--- config.mk ---
export PLATFORM = sky130hd
export DESIGN_NAME = asa_sqrt_pipe
export DESIGN_NICKNAME = d
export VERILOG_FILES = /design/src/asa_sqrt_pipe.sv
export SDC_FILE = /design/constraint.sdc
export NUM_CORES = 2
export LEC_CHECK = 0
export BUFFER_PORTS_ARGS = -buffer_cell sky130_fd_sc_hd__buf_2
export CORE_UTILIZATION = 50
export DETAILED_ROUTE_END_ITERATION = 10
export PLACE_DENSITY = 0.65
export SLEW_MARGIN = 20
export SYNTH_ARGS = -nofsm -noshare
export SYNTH_HDL_FRONTEND = slang
export SYNTH_MEMORY_MAX_BITS = 65536
export SYNTH_SLANG_ARGS = --single-unit
--- constraint.sdc ---
create_clock -name clk -period 5.4 [get_ports clk]
set_input_delay 0.54 -clock clk [delete_from_list [all_inputs] [get_ports clk]]
set_output_delay 0.54 -clock clk [all_outputs]
set_load 0.05 [all_outputs]
--- src/asa_sqrt_pipe.sv ---
// Pipelined integer square root, one root bit resolved per stage.
module asa_sqrt_pipe #(
  parameter int RAD_W = 68,
  parameter int SW = 1
) (
  input  logic               clk,
  input  logic               rst_n,
  input  logic               en,
  input  logic               in_vld,
  input  logic [RAD_W-1:0]   in_rad,
  input  logic [SW-1:0]      in_sb,
  output logic               out_vld,
  output logic [RAD_W/2-1:0] out_root,
  output logic [SW-1:0]      out_sb
);
  localparam int RW = RAD_W / 2;
  localparam int REM_W = RW + 2;

  logic [REM_W-1:0] rem_r  [RW];
  logic [RW-1:0]    root_r [RW];
  logic [RAD_W-1:0] rad_r  [RW];
  logic [SW-1:0]    sb_r   [RW];
  logic             vld_r  [RW];

  for (genvar g = 0; g < RW; g++) begin : g_stage
    logic [REM_W-1:0] rem_in;
    logic [RW-1:0]    root_in;
    logic [RAD_W-1:0] rad_in;
    logic [SW-1:0]    sb_in;
    logic             vld_in;
    logic [REM_W+1:0] cur;
    logic [REM_W+1:0] trial;
    logic             take;

    if (g == 0) begin : g_first
      assign rem_in = '0;
      assign root_in = '0;
      assign rad_in = in_rad;
      assign sb_in = in_sb;
      assign vld_in = in_vld;
    end else begin : g_next
      assign rem_in = rem_r[g-1];
      assign root_in = root_r[g-1];
      assign rad_in = rad_r[g-1];
      assign sb_in = sb_r[g-1];
      assign vld_in = vld_r[g-1];
    end

    always_comb begin
      cur = {rem_in, rad_in[RAD_W-1 -: 2]};
      trial = {{(REM_W-RW){1'b0}}, root_in, 2'b01};
      take = (cur >= trial);
    end

    always_ff @(posedge clk) begin
      if (!rst_n) begin
        vld_r[g] <= 1'b0;
      end else if (en) begin
        vld_r[g] <= vld_in;
      end
    end

    always_ff @(posedge clk) begin
      if (en) begin
        rem_r[g] <= take ? REM_W'(cur - trial) : REM_W'(cur);
        root_r[g] <= {root_in[RW-2:0], take};
        rad_r[g] <= {rad_in[RAD_W-3:0], 2'b00};
        sb_r[g] <= sb_in;
      end
    end
  end

  assign out_vld = vld_r[RW-1];
  assign out_root = root_r[RW-1];
  assign out_sb = sb_r[RW-1];
endmodule

==> Yosys cells after proc, flatten, opt, wreduce, memory -nomap -nowiden <==
Memory sizes are Yosys's and may differ from the RTL's.
Cells that the tools add are included.
{ "word_totals": {"reg_bits": 0, "latch_bits": 0, "mem_bits_rw": 4692, "romBits": 0, "out_inout_bits": 36, "wordCells": 180, "n_memories": 5} }
{ "mem_list": {"columns": ["memory", "words", "word_bits", "rd", "rd_clocked_by_memory_dff", "wr", "line", "rtl"], "rows": [
  ["rad_r", 34, 66, 33, 0, 34, "21", "logic [RAD_W-1:0] rad_r [RW];"],
  ["rem_r", 34, 36, 33, 0, 34, "19", "logic [REM_W-1:0] rem_r [RW];"],
  ["root_r", 34, 34, 34, 0, 34, "20", "logic [RW-1:0] root_r [RW];"],
  ["sb_r", 34, 1, 34, 0, 34, "22", "logic [SW-1:0] sb_r [RW];"],
  ["vld_r", 34, 1, 34, 0, 34, "23", "logic vld_r [RW];"]
]} }
{ "op_classes": {"n_addsub": 34, "multipliers": 0, "div": 0, "order_cmp": 34, "eq_ne": 0, "n_shift": 0, "mux": 73, "bitwise": 34, "reduce_logical": 0} }
{ "ops": {"columns": ["op", "n"], "rows": [
  ["38-bit by 36-bit >= comparator with 1-bit output", 33],
  ["36-bit 2-to-1 mux", 34],
  ["36-bit subtractor", 33],
  ["1-bit 2-to-1 mux", 39],
  ["1-bit OR", 34],
  ["2-bit by 1-bit subtractor with 3-bit output, second input constant", 1],
  ["2-bit by 1-bit >= comparator with 1-bit output, second input constant", 1]
]} }

==> Longest topological paths before layout <==
{ "depth": {"word_depth": 4, "depth_mapped": 15, "mapped_depth_nobuf": 13} }

==> Worst setup path before layout <==
Ideal clock, no wire load.
{ "synth_timing": {"kind": "reg2reg", "startpoint": "memory rem_r[29][0] (netlist bit)", "endpoint": "memory rem_r[30][23] (netlist bit) (data pin)", "arrival_ns": 3.138, "t_required_ns": 5.132, "path_slack_ns": 1.994, "path_stages_with_launch": 13, "path_buffers": 2, "path_cell_list": "edfxtp_1 > ha_1 > nor2b_1 > o31ai_1 > a211oi_1 > o311ai_1 > o21ai_0 > a21o_1 > a21oi_1 > o31a_1 > clkbuf_1 > clkbuf_1 > o21ai_0"} }
{ "synth_lines": {"columns": ["item", "line"], "rows": [
  ["start: declaration", "19"]
]} }

==> key figures <==
Clocking
  • Worst-Skew Late Latency: roughly 0.92 ns
  • CTS root buffer: clkbuf_16
  • Clock-pin slew of the registers on the worst-case setup and hold paths: about 0.060 ns
  • Hold_buf cts: 71
  • TritonCTS clock tree: done
  • Max clock buf depth: 4
  • Post-CTS Setup Bufs: 0
  • Num CTS Buffers: between 300 and 400
  • PostCTS Resize Cnt: 0
  • H-tree Lvls: 5
  • Sink Count: 2920

Placement
  • Post-Place Cell Area: between 0.1 and 0.15 mm^2
  • Detailed Place HPWL: about 210 mm
  • RD Place Congestion: about 0.9
  • Placed cell count: roughly 14000
  • PortBufs: 108

Layout
  • Layout filler cell count: 21600
  • Register Area: between 0.08 and 0.09 mm^2
  • Share of cells above drive strength 1: 0.0735
  • Fin area: about 0.15 mm^2
  • Net count, final: approximately 12000
  • Area growth syn-to-layout: 12.2%
  • Multi-input logic area: 0.0437 mm^2
  • Most common cell after layout, fill and taps aside: edfxtp_1
  • Most frequent cells in the layout: edfxtp_1, nand2_1, inv_1
  • Final std cells w/o fill: about 15000

Drt
  • Vias per cell: ~5.5
  • Residual DRC: 0
  • Initial drt markers: 5922
  • Met3 routed WL: 11.8 mm
  • Met2 WL post-DR: between 100 and 150 mm
  • Pre-antenna DRT Iters: 7
  • DR top layer: met4
  • DR vias: a little over 80000
  • Routed Antenna Nets: 0
  • Routed len/inst: about 20 um
  • Final WL: roughly 300 mm
  • Met1 Routed Length: 126 mm

Synthesis
  • Number of distinct library cells after synthesis: about 90
  • Synth warn: 0
  • FF+latch count, synth: between 2000 and 3000
  • Syn_nets: 11200
  • Dominant cells by area after synthesis: edfxtp_1, ha_1, xor2_1
  • Post-synth EDFFs: between 2000 and 3000
  • Post-synthesis async set-or-reset flop share: 0
  • Synth top area share: 0.649
  • Cell taking the most area after synthesis: edfxtp_1
  • Post-Syn Area: 0.135 mm^2
  • Synthesized area per cell: 12.9 um^2
  • Sequential share of the synthesized area: 0.649
  • Gate Count Post-Synth: ~10000
  • Main synth FF type: edfxtp_1

Timing
  • Slew headroom: 0.327
  • Final Max Slew Viols: 0
  • Worst-margin pin slew: about 1.0 ns
  • RSZ-0062 raised after global routing: no
  • Final setup fails: 0
  • Final Hold Fails: 0
  • Final TNS setup: 0 ns
  • Clock Skew: 0.0498 ns
  • FMAX: about 230 MHz
  • Fin crit period: ~4.4 ns
  • Period utilization: 0.808

Global routing
  • Largest net degree at the start of global routing: 151
  • Tot GR Track Use: 0.213
  • Overflow after GRT: 0
  • First-pass GRT wire length: between 400 and 500 mm
  • Vias in the first global route: 80500
  • Initial antenna violation count: 5

Floorplanning
  • Initial Util: 0.503
  • # IOs: ~110
  • Die width: 522 um
  • Rows: between 150 and 200
  • Core Box Area: 0.268 mm^2
  • DIE HEIGHT: 522 um
  • Die area: approximately 0.27 mm^2

Pwr
  • Tot Pwr: ~66 mW
  • Pwr per Cell Area: about 430 mW/mm^2
  • Max IR drop VDD: 0.293 mV
  • Leakage: 57.5 nW

Job
  • Max Cap Viol: 0

Setup path
  • CP required: between 6 and 7 ns
  • Critical path peak fanout: 39
  • CP endpoint kind: flip-flop
  • Startpoint Class: flip-flop
  • CP arrival: between 5 and 6 ns
  • Setup Crit Path Kind: reg2reg

Worst hold path
  • Hold WC Path Type: in2reg

Outcome
  • Outcome: finished clean
## critical path: stages (launching register included)
cell and delay, ns:
edfxtp_1 0.40, ha_1 0.37, nor2b_1 0.16, o31ai_1 0.44
a211oi_1 0.25, o311ai_1 0.55, o21ai_0 0.29, a21o_1 0.28
a21oi_1 0.24, o31a_2 0.47, buf_4 0.42, mux2i_1 0.27
## stage by stage
stage | setup WS, ns | hold WS (ns) | utilization
2_1_floorplan | 1.99 | 0.400 | -
3_3_place_gp | 1.15 | 0.400 | 0.523
3_5_place_dp | 1.10 | 0.405 | 0.523
4_1_cts | 1.04 | 0.104 | 0.565
5_1_grt | 0.706 | 0.169 | 0.565
6_report | 1.04 | 0.162 | 0.565
## Yosys cell counts, types with 77 or more instances
library cell,count
xnor2_1,459
a21oi_1,567
clkbuf_1,182
nor3_1,262
inv_1,810
o31ai_1,77
nand4_1,119
nor2_1,603
xor2_1,495
edfxtp_1,2919
nor4_1,153
nand2_1,859
or3_1,120
ha_1,632
nand3_1,183
a21o_1,233
nand2b_1,130
o21ai_0,618
nor2b_1,96
o21a_1,104
and3_1,95
## path summary, 6_finish.rpt
kind	endpoint	slack [ns]	cells past startpoint	start
max	rem_r[30][1]$_DFFE_PP_	1.04	11	rem_r[29][0]$_DFFE_PP_
min	vld_r[32]$_DFF_P_	0.16	2	rst_n
max reg2reg	rem_r[30][1]$_DFFE_PP_	1.04	11	rem_r[29][0]$_DFFE_PP_
min reg2reg	rad_r[27][63]$_DFFE_PP_	0.39	0	rad_r[26][61]$_DFFE_PP_
## cell type report
| class | count | area share |
|---|---|---|
| clock buffers | 373 | 0.0543 |
| flip-flops and latches | 2920 | 0.578 |
| well taps | 3552 | 0.0293 |
| repair buffers | 274 | 0.0150 |
| inverters | 813 | 0.0201 |
| multi-input cells | 6551 | 0.289 |
| diodes | 8 | 0.000132 |
| clock inverters | 197 | 0.0143 |
## metal layers
layer | vias up | track usage
met5 | - | 0
met4 | 0 | 0.0830
met3 | 518 | 0.0271
met2 | 1923 | 0.366
met1 | 39300 | 0.276
li1 | 39500 | -
## cells by family (layout without fill, tap and decap cells)
group,Yosys count,in the layout,synth area share
DFF,2920,2920,0.649
adders and majority gates,632,632,0.0585
AOI/OAI and AO/OA,2022,2022,0.0922
xor gates and xnor gates,954,954,0.0618
and+or+nand+nor,2872,2872,0.104
buffers and inverters,1018,1657,0.0283
muxes,70,70,0.00569
other,1,9,0.0000278
## where the power goes
group	internal (mW)	switching [mW]
clock network	12.6	8.93
registers	28.7	2.06
logic	5.40	7.94
## sequential cells by signal (all words and copies together) (netlist names)
register  cells
vld_r        34
rad_r      1122
rem_r      1135
root_r      595
sb_r         34
(Power assumes the default switching activity.)
